## src/tsf_pkg.sv

```systemverilog
// Shared types for the triangle scanline fill block.
// Mode and job codes, and the command/status structs between controller and datapath.
// No dependencies.
package tsf_pkg;

  localparam int COORD_BITS_DEF = 12;

  // Input item mode codes.
  localparam logic MODE_LOAD = 1'b0;
  localparam logic MODE_STEP = 1'b1;

  // Which edge evaluation the shared multiply/divide unit is running.
  typedef enum logic [1:0] {
    JOB_SPLIT = 2'd0,
    JOB_LEFT  = 2'd1,
    JOB_RIGHT = 2'd2
  } job_t;

  typedef struct packed {
    logic busy;
    logic load_chk;
    logic mul;
    logic prep;
    logic div;
    logic fin;
    job_t job;
  } cmd_t;

  typedef struct packed {
    logic flat;
    logic need_split;
    logic step_setup;
  } stat_t;

endpackage

```

## src/tsf_ctrl.sv

```systemverilog
// Controller for the triangle scanline fill block.
// Sequences load checks and edge jobs through the datapath. Uses tsf_pkg.
module tsf_ctrl #(
  parameter int COORD_BITS = tsf_pkg::COORD_BITS_DEF
) (
  input  logic           clk,
  input  logic           rst,
  input  logic           accept,
  input  logic           mode_load,
  input  tsf_pkg::stat_t st,
  output tsf_pkg::cmd_t  cmd
);

  localparam int PROD_BITS = 2 * (COORD_BITS + 1);
  localparam int CNT_BITS  = $clog2(PROD_BITS);

  typedef enum logic [5:0] {
    S_IDLE    = 6'b000001,
    S_LOADCHK = 6'b000010,
    S_MUL     = 6'b000100,
    S_PREP    = 6'b001000,
    S_DIV     = 6'b010000,
    S_FIN     = 6'b100000
  } state_t;

  state_t            state, state_next;
  tsf_pkg::job_t     job, job_next;
  logic [CNT_BITS-1:0] cnt, cnt_next;

  always_comb begin
    state_next = state;
    job_next   = job;
    cnt_next   = cnt;
    unique case (state)
      S_IDLE: begin
        if (accept) begin
          if (mode_load) begin
            state_next = S_LOADCHK;
          end else if (st.step_setup) begin
            job_next   = tsf_pkg::JOB_LEFT;
            state_next = S_MUL;
          end
        end
      end
      S_LOADCHK: begin
        if (st.flat) begin
          state_next = S_IDLE;
        end else if (st.need_split) begin
          job_next   = tsf_pkg::JOB_SPLIT;
          state_next = S_MUL;
        end else begin
          job_next   = tsf_pkg::JOB_LEFT;
          state_next = S_MUL;
        end
      end
      S_MUL: state_next = S_PREP;
      S_PREP: begin
        cnt_next   = CNT_BITS'(PROD_BITS - 1);
        state_next = S_DIV;
      end
      S_DIV: begin
        if (cnt == '0) begin
          state_next = S_FIN;
        end else begin
          cnt_next = cnt - 1'b1;
        end
      end
      S_FIN: begin
        unique case (job)
          tsf_pkg::JOB_SPLIT: begin
            job_next   = tsf_pkg::JOB_LEFT;
            state_next = S_MUL;
          end
          tsf_pkg::JOB_LEFT: begin
            job_next   = tsf_pkg::JOB_RIGHT;
            state_next = S_MUL;
          end
          default: state_next = S_IDLE;
        endcase
      end
      default: state_next = S_IDLE;
    endcase
  end

  always_ff @(posedge clk) begin
    if (rst) begin
      state <= S_IDLE;
      job   <= tsf_pkg::JOB_SPLIT;
      cnt   <= '0;
    end else begin
      state <= state_next;
      job   <= job_next;
      cnt   <= cnt_next;
    end
  end

  always_comb begin
    cmd.busy     = (state != S_IDLE);
    cmd.load_chk = (state == S_LOADCHK);
    cmd.mul      = (state == S_MUL);
    cmd.prep     = (state == S_PREP);
    cmd.div      = (state == S_DIV);
    cmd.fin      = (state == S_FIN);
    cmd.job      = job;
  end

endmodule

```

## src/tsf_dp.sv

```systemverilog
// Datapath for the triangle scanline fill block: vertex sort, span stepping,
// shared multiply and restoring divider for edge x, result registers. Uses tsf_pkg.
module tsf_dp #(
  parameter int COORD_BITS = tsf_pkg::COORD_BITS_DEF
) (
  input  logic                         clk,
  input  logic                         rst,
  input  logic                         accept,
  input  logic                         mode,
  input  logic signed [COORD_BITS-1:0] ax,
  input  logic signed [COORD_BITS-1:0] ay,
  input  logic signed [COORD_BITS-1:0] bx,
  input  logic signed [COORD_BITS-1:0] by_coord,
  input  logic signed [COORD_BITS-1:0] cx,
  input  logic signed [COORD_BITS-1:0] cy,
  input  logic [23:0]                  fill_color,
  input  tsf_pkg::cmd_t                cmd,
  output tsf_pkg::stat_t               st,
  output logic signed [COORD_BITS-1:0] pixel_x,
  output logic signed [COORD_BITS-1:0] pixel_y,
  output logic [23:0]                  pixel_color,
  output logic                         pixel_valid,
  output logic                         last_pixel
);

  localparam int CB = COORD_BITS;
  localparam int D1 = COORD_BITS + 1;
  localparam int PW = 2 * D1;

  logic signed [CB-1:0] sx [3];
  logic signed [CB-1:0] sy [3];
  logic signed [CB-1:0] split_x, row_y, span_x, span_end;
  logic                 half_phase, active;
  logic [23:0]          held_color;

  // divider state
  logic signed [PW-1:0] prod;
  logic signed [D1-1:0] den;
  logic signed [CB-1:0] xa_r;
  logic [PW-1:0]        quo;
  logic [D1-1:0]        rem, dmag;
  logic                 neg, dzero;

  // sort network on the incoming vertices
  logic signed [CB-1:0] lx [3];
  logic signed [CB-1:0] ly [3];
  always_comb begin
    logic signed [CB-1:0] tx, ty;
    tx = '0;
    ty = '0;
    lx[0] = ax; ly[0] = ay;
    lx[1] = bx; ly[1] = by_coord;
    lx[2] = cx; ly[2] = cy;
    if (ly[0] > ly[2]) begin
      tx = lx[0]; ty = ly[0]; lx[0] = lx[2]; ly[0] = ly[2]; lx[2] = tx; ly[2] = ty;
    end
    if (ly[0] > ly[1]) begin
      tx = lx[0]; ty = ly[0]; lx[0] = lx[1]; ly[0] = ly[1]; lx[1] = tx; ly[1] = ty;
    end
    if (ly[1] > ly[2]) begin
      tx = lx[1]; ty = ly[1]; lx[1] = lx[2]; ly[1] = ly[2]; lx[2] = tx; ly[2] = ty;
    end
  end

  // advance after emitting the current pixel
  logic signed [CB-1:0] span_x_step, row_step;
  logic                 phase_step, act_step, setup_step;
  always_comb begin
    span_x_step = span_x;
    row_step    = row_y;
    phase_step  = half_phase;
    act_step    = 1'b1;
    setup_step  = 1'b0;
    if (span_x != span_end) begin
      span_x_step = (span_x < span_end) ? span_x + 1'b1 : span_x - 1'b1;
    end else if (!half_phase) begin
      if (row_y < sy[1]) begin
        row_step   = row_y + 1'b1;
        setup_step = 1'b1;
      end else if (sy[1] < sy[2]) begin
        phase_step = 1'b1;
        row_step   = sy[1];
        setup_step = 1'b1;
      end else begin
        act_step = 1'b0;
      end
    end else begin
      if (row_y < sy[2]) begin
        row_step   = row_y + 1'b1;
        setup_step = 1'b1;
      end else begin
        act_step = 1'b0;
      end
    end
  end

  always_comb begin
    st.flat       = (sy[0] == sy[1]) && (sy[1] == sy[2]);
    st.need_split = (sy[0] != sy[1]) && (sy[1] != sy[2]);
    st.step_setup = (mode == tsf_pkg::MODE_STEP) && active && setup_step;
  end

  // edge operands: xa, ya, xb, yb, y
  logic signed [CB-1:0] op_xa, op_ya, op_xb, op_yb, op_y;
  always_comb begin
    unique case (cmd.job)
      tsf_pkg::JOB_SPLIT: begin
        op_xa = sx[2]; op_ya = sy[2]; op_xb = sx[0]; op_yb = sy[0]; op_y = sy[1];
      end
      tsf_pkg::JOB_LEFT: begin
        op_xa = half_phase ? sx[2] : sx[0];
        op_ya = half_phase ? sy[2] : sy[0];
        op_xb = sx[1]; op_yb = sy[1]; op_y = row_y;
      end
      default: begin
        op_xa = half_phase ? sx[2] : sx[0];
        op_ya = half_phase ? sy[2] : sy[0];
        op_xb = split_x; op_yb = sy[1]; op_y = row_y;
      end
    endcase
  end

  logic signed [D1-1:0] dx, dyv, dd;
  assign dx  = {op_xb[CB-1], op_xb} - {op_xa[CB-1], op_xa};
  assign dyv = {op_y[CB-1], op_y} - {op_ya[CB-1], op_ya};
  assign dd  = {op_yb[CB-1], op_yb} - {op_ya[CB-1], op_ya};

  // one restoring divide step
  logic [D1:0] shifted, trial;
  assign shifted = {rem, quo[PW-1]};
  assign trial   = shifted - {1'b0, dmag};

  logic [PW-1:0]        qs;
  logic signed [CB-1:0] res;
  assign qs  = neg ? -quo : quo;
  assign res = dzero ? xa_r : xa_r + $signed(qs[CB-1:0]);

  always_ff @(posedge clk) begin
    if (rst) begin
      for (int i = 0; i < 3; i++) begin
        sx[i] <= '0;
        sy[i] <= '0;
      end
      split_x     <= '0;
      row_y       <= '0;
      span_x      <= '0;
      span_end    <= '0;
      half_phase  <= 1'b0;
      active      <= 1'b0;
      held_color  <= '0;
      pixel_x     <= '0;
      pixel_y     <= '0;
      pixel_color <= '0;
      pixel_valid <= 1'b0;
      last_pixel  <= 1'b0;
    end else begin
      if (accept) begin
        pixel_x     <= '0;
        pixel_y     <= '0;
        pixel_color <= '0;
        pixel_valid <= 1'b0;
        last_pixel  <= 1'b0;
        if (mode == tsf_pkg::MODE_LOAD) begin
          for (int i = 0; i < 3; i++) begin
            sx[i] <= lx[i];
            sy[i] <= ly[i];
          end
          held_color <= fill_color;
          active     <= 1'b0;
        end else if (active) begin
          pixel_x     <= span_x;
          pixel_y     <= row_y;
          pixel_color <= held_color;
          pixel_valid <= 1'b1;
          last_pixel  <= !act_step;
          span_x      <= span_x_step;
          row_y       <= row_step;
          half_phase  <= phase_step;
          active      <= act_step;
        end
      end
      if (cmd.load_chk && !st.flat) begin
        row_y <= sy[0];
        if (sy[0] == sy[1]) begin
          split_x    <= sx[0];
          half_phase <= 1'b1;
        end else if (sy[1] == sy[2]) begin
          split_x    <= sx[2];
          half_phase <= 1'b0;
        end else begin
          half_phase <= 1'b0;
        end
      end
      if (cmd.fin) begin
        unique case (cmd.job)
          tsf_pkg::JOB_SPLIT: begin
            if (sx[1] > res) begin
              sx[1]   <= res;
              split_x <= sx[1];
            end else begin
              split_x <= res;
            end
          end
          tsf_pkg::JOB_LEFT: span_x <= res;
          default: begin
            span_end <= res;
            active   <= 1'b1;
          end
        endcase
      end
    end
  end

  // multiply/divide registers, no reset needed
  always_ff @(posedge clk) begin
    if (cmd.mul) begin
      prod <= PW'(dx) * PW'(dyv);
      den  <= dd;
      xa_r <= op_xa;
    end
    if (cmd.prep) begin
      quo   <= prod[PW-1] ? -prod : prod;
      rem   <= '0;
      dmag  <= den[D1-1] ? -den : den;
      neg   <= prod[PW-1] ^ den[D1-1];
      dzero <= (den == '0);
    end
    if (cmd.div) begin
      if (!trial[D1]) begin
        rem <= trial[D1-1:0];
        quo <= {quo[PW-2:0], 1'b1};
      end else begin
        rem <= shifted[D1-1:0];
        quo <= {quo[PW-2:0], 1'b0};
      end
    end
  end

endmodule

```

## src/triangle_scanline_fill_top.sv

```systemverilog
// Top level of the triangle scanline fill block.
// Instantiates tsf_ctrl and tsf_dp; uses tsf_pkg.
//
//   channel | valid     | stall     | payload
//   --------+-----------+-----------+------------------------------------------
//   in      | in_valid  | in_stall  | mode, ax, ay, bx, by_coord, cx, cy,
//           |           |           | fill_color
//   out     | out_valid | out_stall | pixel_x, pixel_y, pixel_color,
//           |           |           | pixel_valid, last_pixel
//
// Every accepted item gives one result item, registered the edge it is taken.
// A pixel step inside a span runs no edge job. A step that ends a row and
// starts the next, and a load, runs edge jobs on one shared multiply plus
// restoring divider: two jobs per row, three for a load that needs the split
// point and two for another load that is not flat. Every load first checks
// the sorted vertices; a flat triangle then runs no job.
// Synchronous active-high reset idles the block, zeroing all but the divider.
// in_stall is high while a load check or job runs or an untaken item waits.
module triangle_scanline_fill_top #(
  parameter int COORD_BITS = tsf_pkg::COORD_BITS_DEF
) (
  input  logic                         clk,
  input  logic                         rst,
  input  logic                         in_valid,
  output logic                         in_stall,
  input  logic                         mode,
  input  logic signed [COORD_BITS-1:0] ax,
  input  logic signed [COORD_BITS-1:0] ay,
  input  logic signed [COORD_BITS-1:0] bx,
  input  logic signed [COORD_BITS-1:0] by_coord,
  input  logic signed [COORD_BITS-1:0] cx,
  input  logic signed [COORD_BITS-1:0] cy,
  input  logic [23:0]                  fill_color,
  output logic                         out_valid,
  input  logic                         out_stall,
  output logic signed [COORD_BITS-1:0] pixel_x,
  output logic signed [COORD_BITS-1:0] pixel_y,
  output logic [23:0]                  pixel_color,
  output logic                         pixel_valid,
  output logic                         last_pixel
);

  tsf_pkg::cmd_t  cmd;
  tsf_pkg::stat_t st;
  logic           accept;

  // take a new item only when idle and the result register is free or draining
  assign in_stall = cmd.busy || (out_valid && out_stall);
  assign accept   = in_valid && !in_stall;

  always_ff @(posedge clk) begin
    if (rst) begin
      out_valid <= 1'b0;
    end else if (accept) begin
      out_valid <= 1'b1;
    end else if (!out_stall) begin
      out_valid <= 1'b0;
    end
  end

  tsf_ctrl #(.COORD_BITS(COORD_BITS)) u_ctrl (
    .clk       (clk),
    .rst       (rst),
    .accept    (accept),
    .mode_load (mode == tsf_pkg::MODE_LOAD),
    .st        (st),
    .cmd       (cmd)
  );

  tsf_dp #(.COORD_BITS(COORD_BITS)) u_dp (
    .clk         (clk),
    .rst         (rst),
    .accept      (accept),
    .mode        (mode),
    .ax          (ax),
    .ay          (ay),
    .bx          (bx),
    .by_coord    (by_coord),
    .cx          (cx),
    .cy          (cy),
    .fill_color  (fill_color),
    .cmd         (cmd),
    .st          (st),
    .pixel_x     (pixel_x),
    .pixel_y     (pixel_y),
    .pixel_color (pixel_color),
    .pixel_valid (pixel_valid),
    .last_pixel  (last_pixel)
  );

endmodule

```

## config.mk

```make
export PLATFORM = sky130hd
export DESIGN_NAME = triangle_scanline_fill_top
export DESIGN_NICKNAME = d
export VERILOG_FILES = /design/src/tsf_pkg.sv /design/src/tsf_ctrl.sv /design/src/tsf_dp.sv /design/src/triangle_scanline_fill_top.sv
export SDC_FILE = /design/constraint.sdc
export NUM_CORES = 1
export LEC_CHECK = 0
export ABC_AREA = 1
export ABC_CLOCK_PERIOD_IN_PS = 10500
export BUFFER_PORTS_ARGS = -buffer_cell sky130_fd_sc_hd__buf_2
export CAP_MARGIN = 20
export CORE_AREA = 2 2 256 385
export CTS_CLUSTER_DIAMETER = 100
export DETAILED_ROUTE_END_ITERATION = 16
export DIE_AREA = 0 0 258 387
export PLACE_DENSITY = 0.44
export SETUP_SLACK_MARGIN = 0.1
export SLEW_MARGIN = 15
export SYNTH_ARGS = -nofsm -noshare
export SYNTH_HDL_FRONTEND = slang
export SYNTH_SLANG_ARGS = --single-unit
```

## constraint.sdc

```tcl
create_clock -name clk -period 10.5 [get_ports clk]
set_input_delay 1.05 -clock clk [delete_from_list [all_inputs] [get_ports clk]]
set_output_delay 1.05 -clock clk [all_outputs]
set_load 0.01 [all_outputs]
```

# Word level (Yosys, flattened, before mapping)
# Memories as Yosys holds them, arrays and structs flattened.
# Cells that the tools add are included.
[totals]
mem_bits_ro = 0
ramBits = 72
word_cells = 222
out_inout_bits = 52
regBits = 243
memories = 2
latchBits = 0
[classes]
shift = 0
reduce_logical = 28
magnitude_cmp = 8
n_addsub = 12
bitwise_logic = 10
n_eq_ne = 24
n_div = 0
multipliers = 1
n_mux = 112
[mem_list]
columns = ["memory", "depth", "width", "read_ports", "rd_ports_with_merged_regs", "wr", "line_no", "text"]
rows = [
  ["u_dp.sx", 3, 12, 3, 0, 3, "tsf_dp.sv:30", "logic signed [CB-1:0] sx [3];"],
  ["u_dp.sy", 3, 12, 3, 0, 3, "tsf_dp.sv:31", "logic signed [CB-1:0] sy [3];"],
]
[ops]
columns = ["cell", "count"]
rows = [
  ["$mux 12", 46],
  ["$mux 24", 6],
  ["$mux 26", 3],
  ["$gt 12x12->1", 4],
  ["$lt 12x12->1", 4],
  ["$mux 13", 3],
  ["$sub 12x12->13", 3],
  ["$mux 1", 38],
  ["$ne 12x12->1", 3],
  ["$pmux 6 s6", 1],
  ["$mul 13x13->26", 1],
  ["$neg 26->26", 1],
  ["$add 12x1->12 const B", 2],
  ["$eq 12x12->1", 2],
  ["$mux 6", 4],
  ["$pmux 12 s2", 1],
  ["$sub 14x13->14", 1],
  ["$logic_not 13->1", 1],
  ["$neg 13->13", 1],
  ["$add 12x12->12", 1],
  ["$ne 2x2->1 const B", 6],
  ["$neg 12->12", 1],
  ["$reduce_and 6->1", 2],
  ["$sub 12x1->12 const B", 1],
  ["33 further kinds", 59],
]

# Depth between registers and ports, before layout
# Gate-level depths: netlist of run 1.
[depth]
ltp_word = 11
depth_mapped = 43
mapped_depth_nobuf = 41

# By module
# A second synthesis of run 1 with hierarchy kept.
[unflattened]
hier_cells = 3960
hier_area_um2 = 29091.7
[modules_own_cells]
columns = ["mod", "n_inst", "area_each_um2", "cells_per_inst"]
rows = [
  ["tsf_dp", 1, 28295.9, 3841],
  ["tsf_ctrl", 1, 728.2, 108],
  ["triangle_scanline_fill_top", 1, 67.6, 11],
]

# Worst setup path after synthesis of run 1
# No wires, ideal clock.
[synth_path]
path_kind = "reg-to-reg"
start = "reg u_ctrl.job[1]"
end = "reg u_dp.prod[25], data pin"
setup_time_ns = 0.256
path_slack_ns = 2.795
path_buffers = 3
t_arrival_ns = 7.449
path_stages_with_launch = 37
path_cell_list = "dfxtp_1 -> buf_2 -> nor2_2 -> clkinv_1 -> nand2_1 -> clkbuf_1 -> clkbuf_1 -> o21ai_0 -> ha_1 -> inv_1 -> fa_1 -> nand3_1 -> nand2_1 -> inv_1 -> o21ai_1 -> a21oi_1 -> o21bai_1 -> nand2_1 -> a22oi_2 -> nor2_1 -> fa_1 -> inv_1 -> fa_1 -> inv_1 -> fa_1 -> fa_1 -> fa_1 -> ha_1 -> ha_1 -> a21oi_1 -> o21ai_0 -> a221oi_1 -> nand3_1 -> nand2_1 -> inv_1 -> o21ai_0 -> nand2_1"
[synth_between]
elab_chain_cells = 4
word_cells_on_any_way = 9
[synth_lines]
columns = ["element", "line_no", "text"]
rows = [
  ["start, declared", "tsf_ctrl.sv:27", "tsf_pkg::job_t job, job_next;"],
  ["start signal, assigned", "tsf_ctrl.sv:88", "job <= tsf_pkg::JOB_SPLIT;"],
  ["start signal, assigned", "tsf_ctrl.sv:92", "job <= job_next;"],
  ["$logic_not 2->1", "tsf_dp.sv:106", "unique case (cmd.job)"],
  ["$mux 12", "--", ""],
  ["named net u_dp.op_xa[0]", "tsf_dp.sv:104", "logic signed [CB-1:0] op_xa, op_ya, op_xb, op_yb, op_y;"],
  ["$sub 12x12->13", "tsf_dp.sv:124", "assign dx = {op_xb[CB-1], op_xb} - {op_xa[CB-1], op_xa};"],
  ["$mul 13x13->26", "tsf_dp.sv:217", "prod <= PW'(dx) * PW'(dyv);"],
  ["end signal, assigned", "tsf_dp.sv:217", ""],
  ["end, declared", "tsf_dp.sv:37", "logic signed [PW-1:0] prod;"],
]
# The timed path passes the listed nets, and every way through them passes these cells.
# A chain may end at the register's enable or synchronous reset.

# Final worst setup path of run 1
[layout_path]
start = "reg u_dp.half_phase"
end = "reg u_dp.prod[24], data pin"
[layout_between]
elab_chain_cells = 4
word_cells_on_any_way = 7
[layout_lines]
columns = ["element", "line_no", "text"]
rows = [
  ["start, declared", "tsf_dp.sv:33", "logic half_phase, active;"],
  ["start signal, assigned", "tsf_dp.sv:178", "half_phase <= phase_step;"],
  ["$mux 12, on equally long branches", "--", ""],
  ["$mux 12", "--", ""],
  ["$sub 12x12->13, on equally long branches", "tsf_dp.sv:124, tsf_dp.sv:125", ""],
  ["$mul 13x13->26 (*)", "tsf_dp.sv:217", ""],
]
# Mark *: on every way between the ends. The rest lies on a longest branch, timed or not.

==> results of run 1 <==
==> logic make-up (layout without fill, tap and decap cells) <==
group / Yosys count / count (layout) / share of synthesized area, %
buf+inv: 778 / 899 / 10.5
fa+ha+maj: 405 / 405 / 22.0
xor+xnor: 116 / 116 / 3.53
simple gates: 1697 / 1697 / 24.9
flops: 315 / 315 / 28.1
compound gates: 573 / 573 / 10.9
==> final cells by class <==
class	count	area share [%]
Sequential cell	315	25.2
Clock buffer	43	3.02
Multi-Input combinational cell	2791	55.1
Timing Repair Buffer	185	3.21
Tap cell	1278	4.98
Inverter	649	7.59
Clock inverter	22	0.889
==> placed cells by master, fill, tap and decap left out, drive strengths merged, types with 8 or more instances in the layout <==
| cell type | netlist | routed |
|---|---|---|
| dfxtp | 138 | 138 |
| xor2 | 82 | 82 |
| or2 | 18 | 18 |
| nor4 | 12 | 12 |
| o211ai | 17 | 17 |
| nor2 | 283 | 283 |
| edfxtp | 177 | 177 |
| xnor2 | 34 | 34 |
| nor3 | 53 | 53 |
| nand2 | 969 | 969 |
| a21oi | 229 | 229 |
| nand4 | 61 | 61 |
| and2 | 13 | 13 |
| a31oi | 8 | 8 |
| buf | 63 | 185 |
| o21ai | 248 | 248 |
| nand3 | 279 | 279 |
| ha | 237 | 237 |
| inv | 636 | 638 |
| o21bai | 12 | 12 |
| clkinv | 13 | 25 |
| fa | 168 | 168 |
| clkbuf | 66 | 43 |
| a21o | 15 | 15 |
| o22ai | 9 | 9 |
==> stage by stage <==
step | hold WS, ns | setup slack (ns)
final | 0.456 | 1.84
after global placement | 0.443 | 1.94
after global routing | 0.477 | 1.32
after CTS | 0.455 | 1.85
after detailed placement | 0.450 | 1.93
after floorplan | 0.422 | 2.80
==> path summary, 6_finish.rpt <==
path | from | to | slack [ns] | cells after the start
max | u_dp.half_phase | u_dp.prod[24] | 1.84 | 29
min | u_dp.held_color[2] | u_dp.pixel_color[2] | 0.46 | 2
max reg2reg | u_dp.half_phase | u_dp.prod[24] | 1.84 | 29
min reg2reg | u_dp.held_color[2] | u_dp.pixel_color[2] | 0.46 | 2
==> layer usage <==
layer | vias up | part of all wire [%] | track usage, % | wire (um)
li1 | 12700 | - | - | -
met1 | 11700 | 42 | 21.8 | 38200
met2 | 525 | 51 | 33.5 | 46600
met3 | 162 | 3.1 | 1.54 | 2830
met4 | 0 | 4.2 | 7.40 | 3800
met5 | - | 0 | 0 | 0
==> state kept, by name (all words and copies together), names as in the netlist, 13 cells and up <==
signal and flops:
u_dp.den 13, u_dp.dmag 13, u_dp.held_color 24, u_dp.pixel_color 24
u_dp.prod 26, u_dp.quo 26, u_dp.rem 13, u_dp.sx 36
u_dp.sy 36
==> critical path, delay by kind of cell, from the launching register on <==
kind                     cells  cell delay, ns
AO/OA/AOI/OAI                1            0.45
XOR/XNOR                     1            0.19
adder cells (fa/ha/maj)      8            3.53
buffers and inverters        8            1.13
flip-flops                   1            0.32
AND/OR/NAND/NOR             11            2.82
==> impl_results.md, run 1 <==
- Status: finished, final reports clean
- Inst Count DP: roughly 5200
- Clk Latency, worst-skew pair: 0.59 ns
- H-tree depth: 2
- Synthesis-to-finish area growth: 11.6%
- Unique masters post-synth: 55
- Initial antenna violation count: 1
- Hold buffers post-CTS: 0
- Via count: 25100
- Die Ht: 387 um
- Total die area: 99800 um2
- Slowest CP cell: nor4_1
- Commonest cells post-synth: nand2_1 (965), inv_1 (626), nand3_1 (276), nor2_1 (274), ha_1 (237)
- Fillcell total: ~10000
- Clock buffer depth: 3
- Vias in the first global route: 25300
- Cells after synthesis: 3884
- Initial Util: 29.8%
- Slowest stage delay, CP: 0.56 ns
- Synth area leader: edfxtp_1
- Post-CTS setup buffers: 0
- Slew Limit Fails: 0
- Wire per inst: ~17 um
- Final GP Congestion: 0.920
- Clock skew: approximately 0.037 ns
- Fmax: 116 MHz
- CTS root buf: clkbuf_16
- Largest net degree at the start of global routing: 80
- Post-synth EDFFs: 177
- Worst-path clk slew: ~0.070 ns
- Fin. Hold Viols: 0
- Tcrit/Tclk final: 82.5%
- Detailed Route WL: 91400 um
- Share of layout cells above drive strength 1: 7.62%
- Iteration-0 DRC Markers: 1188
- Area occupied by registers: 8080 um2
- Port Buffers: 152
- Syn. warnings: 0
- DRC Markers: 0
- Setup crit end kind: flip-flop
- Detail Route Antenna Nets: 0
- Critical Path RT: 10.89 ns
- Most frequent cell after synthesis: nand2_1
- Design area: 32100 um2
- Most used cell, CP: inv_1
- Via/cell ratio: roughly 4.7
- I/O pin cnt: 153
- Row count: 140
- Hold Crit Class: reg2reg
- CTS tree: done
- Resize count post-CTS: 0
- First-pass GRT wire length: 144000 um
- First-pass DRT Iterations: 5
- Detailed placement HPWL: 73900 um
- # diodes: 0
- Total CTS buffers: 36
- Global route total overflow: 0
- Synth async-reset ratio: 0%
- Max-cap violations: 0
- Fin crit period: 8.66 ns
- Worst-Margin Slew: 1.11 ns
- Final Util: 33.2%
- NumNets Final: 4484
- Setup TNS Final: 0 ns
- Synth top area share: 18.5%
- Multi-input logic area: ~18000 um2
- Syn Nets: 4390
- Worst setup SP type: flip-flop
- Seq/Total Area, Yosys: ~28%
- Mean Syn Cell Area: 7.41 um2
- CP Class: reg2reg
- Main synth FF type: edfxtp_1
- Core ar.: 96500 um2
- Final setup viols: 0
- RSZ-0062 raised after global routing: no
- Final Non-Filler Cells: 5283
- Die W: 258 um
- Tot GR Track Use: 18.3%
- Flops & latches, synth: between 300 and 400
- Peak fanout along the critical path: 16
- Top area cells in the synthesized netlist: edfxtp_1 (18%), nand2_1 (13%), fa_1 (12%)
- WP data arrival: 9.05 ns
- Placed cell areas: 30800 um2
- CTS Sinks: roughly 320
- Synth Cell Area: 28800 um2
- Slew margin rel.: 25.8%
Power of run 1 is left out: the tool's default activity adds up to more than one toggle a clock period on the data nets, which glitch-free logic cannot reach.
==> inputs of run 2 (changes only) <==
ABC_AREA = 0   (was 1)
ABC_CLOCK_PERIOD_IN_PS = 8000   (was 10500)
CORE_AREA = 2 2 250 375   (was 2 2 256 385)
DIE_AREA = 0 0 252 377   (was 0 0 258 387)
clock period = 8 ns   (was 10.5 ns; I/O delays follow)
==> run 2 against run 1 <==
Wire length fell by 6.1%. Register-to-register slack got worse by 1.7 ns. Design area decreased by 0.40%. Hold slack worse by 0.036 ns. Non-clock buffer count up 121.
==> impl_results.md, run 2 <==
- Slew Limit Fails: 0
- Max-cap violations: 0
- Syn Nets: 3499
- Syn. warnings: 0
- Synth top area share: roughly a fifth
- CTS Sinks: around 320
- RSZ-0062 raised after global routing: yes
- Synth Cell Area: between 20000 and 30000 um2
- Synth area leader: edfxtp_1
- Core ar.: 91500 um2
- Worst-Margin Slew: roughly 1.1 ns
- Vias in the first global route: 23500
- Final setup viols: 0
- Tot GR Track Use: between 10% and 20%
- Most frequent cell after synthesis: inv_1
- First-pass GRT wire length: ~130000 um
- Slew margin rel.: 29.8%
- Die Ht: approximately 380 um
- CTS root buf: clkbuf_16
- # diodes: 0
- Total die area: 95000 um2
- Commonest non-fill, non-tap cells in the layout: inv_1 (297), nand2_1 (252), nor2_1 (244), ha_1 (226), o21ai_0 (178)
- Worst setup SP type: flip-flop
- Fin crit period: approximately 8 ns
- CTS tree: done
- Detail Route Antenna Nets: 0
- Global route total overflow: 0
- Port Buffers: 152
- Cells after synthesis: 2993
- Detailed Route WL: 85900 um
- Placed cell areas: approximately 30000 um2
- Post-synth EDFFs: ~180
- Slowest CP cell: fa_1
- Final Util: 34.9%
- Via count: 22500
- Via/cell ratio: 5.11
- Tcrit/Tclk final: 98.6%
- WP data arrival: between 8 and 9 ns
- Final GP Congestion: 0.917
- Fin. Hold Viols: 0
- Flops & latches, synth: 315
- First-pass DRT Iterations: 5
- Worst Hold Slack: 0.419 ns
- Top area cells in the synthesized netlist: edfxtp_1 (19%), fa_1 (12%), ha_1 (11%)
- Largest registers: u_dp.sx: 36 flops, u_dp.sy: 36 flops
- Total CTS buffers: 37
- Most used cell, CP: fa_1
- Setup crit end kind: flip-flop
- NumNets Final: 3709
- Critical Path RT: 8.41 ns
- Seq/Total Area, Yosys: 29.5%
- Fillcell total: 9383
- Commonest non-fill, non-tap cell in the layout: inv_1
- Row count: 136
- Main synth FF type: edfxtp_1
- Synthesis-to-finish area growth: 16.8%
- Unique masters post-synth: 87
- Design area: 32000 um2
- Wire per inst: between 15 and 20 um
- Clk Latency, worst-skew pair: 0.60 ns
- Detailed placement HPWL: 69000 um
- DRC Markers: 0
- Status: finished, final reports clean
- Commonest cells post-synth: inv_1 (307), nand2_1 (255), nor2_1 (247), ha_1 (237), o21ai_0 (181)
- Worst-path clk slew: 0.07 ns
- Share of layout cells above drive strength 1: 16.2%
- Slowest stage delay, CP: 0.58 ns
- Initial antenna violation count: 0
- Clock skew: 0.0303 ns
- Hold Crit Class: in2reg
- Peak fanout along the critical path: 6
- Mean Syn Cell Area: between 9 and 10 um2
- Hold buffers post-CTS: 0
- Synth async-reset ratio: 0%
- Largest net degree at the start of global routing: 61
- Iteration-0 DRC Markers: approximately 1100
- Fmax: ~130 MHz
- Die W: 252 um
- CP Class: reg2reg
- Initial Util: 29.9%
- Clock buffer depth: 3
- H-tree depth: 2
- I/O pin cnt: between 150 and 200
-- run 2: cell count changes in the layout (fill, tap and decap cells not counted), moves of 38 or more --
cell      previous run  this run
buf_4               32       140
o21ai_0            227       178
nand3_1            276        42
a22oi_1              0        52
nand2_1            963       252
mux2_2               0        38
nand4_1             59        16
a21oi_1            229       143
xnor2_1             34        91
a211oi_1             7        80
inv_1              626       297
mux2i_1              0        53
-- run 2: logic make-up after synthesis --
family | synth area share [%]
AND/OR/NAND/NOR | 14.3
AO/OA/AOI/OAI | 18.3
buffers and inverters | 6.26
adder cells (fa/ha/maj) | 23.1
flip-flops | 29.5
XOR/XNOR | 4.54
multiplexers | 3.90
-- run 2: layout make-up --
type	count	area (um2)	share of cell area, %
multi-input combinational	2233	18100	56.5
sequential	315	8080	25.3
timing repair buffer	306	2010	6.30
tap	1173	1470	4.59
inverter	310	1160	3.64
clock buffer	45	956	2.99
clock inverter	22	208	0.650
-- run 2: worst max-delay path, delay by kind of cell (launching register included) --
family,cells,cell delay (ns)
AND/OR/NAND/NOR,5,0.83
flip-flops,1,0.34
buffers and inverters,3,0.12
adder cells (fa/ha/maj),9,3.71
AO/OA/AOI/OAI,11,2.33
multiplexers,1,0.27
XOR/XNOR,1,0.12
-- run 2: worst paths after layout --
path	from	end	slack, ns	cells past startpoint
setup / recovery	u_ctrl.job[0]	u_dp.prod[24]	0.11	30
hold / removal	fill_color[20]	u_dp.held_color[20]	0.42	2
setup reg to reg	u_ctrl.job[0]	u_dp.prod[24]	0.11	30
hold reg to reg	u_dp.span_end[7]	u_dp.span_end[7]	0.47	2
-- run 2: repair_timing --
action                                  CTS  global route
pin swaps                                24            51
setup buffers                             2            14
endpoints found under the setup margin    7            10
resized for setup                        31            68
-- run 2: through the flow --
| step | TNS [ns] | setup slack (ns) | cells |
|---|---|---|---|
| final | 0 | 0.112 | 4404 |
| after global routing | -0.971 | -0.267 | 4404 |
| after CTS | 0 | 0.0775 | 4390 |
| after detailed placement | -0.364 | -0.137 | 4321 |
| after global placement | -0.00928 | -0.00928 | 4321 |
| after floorplan | 0 | 0.0916 | 2993 |
-- run 2: metal layers --
layer / global-route usage (%) / wire [um]
met5: 0 / 0
met2: 33.7 / 44400
met1: 20.1 / 34200
met4: 9.05 / 4690
met3: 1.86 / 2580
Power of run 2 is left out for the same reason.
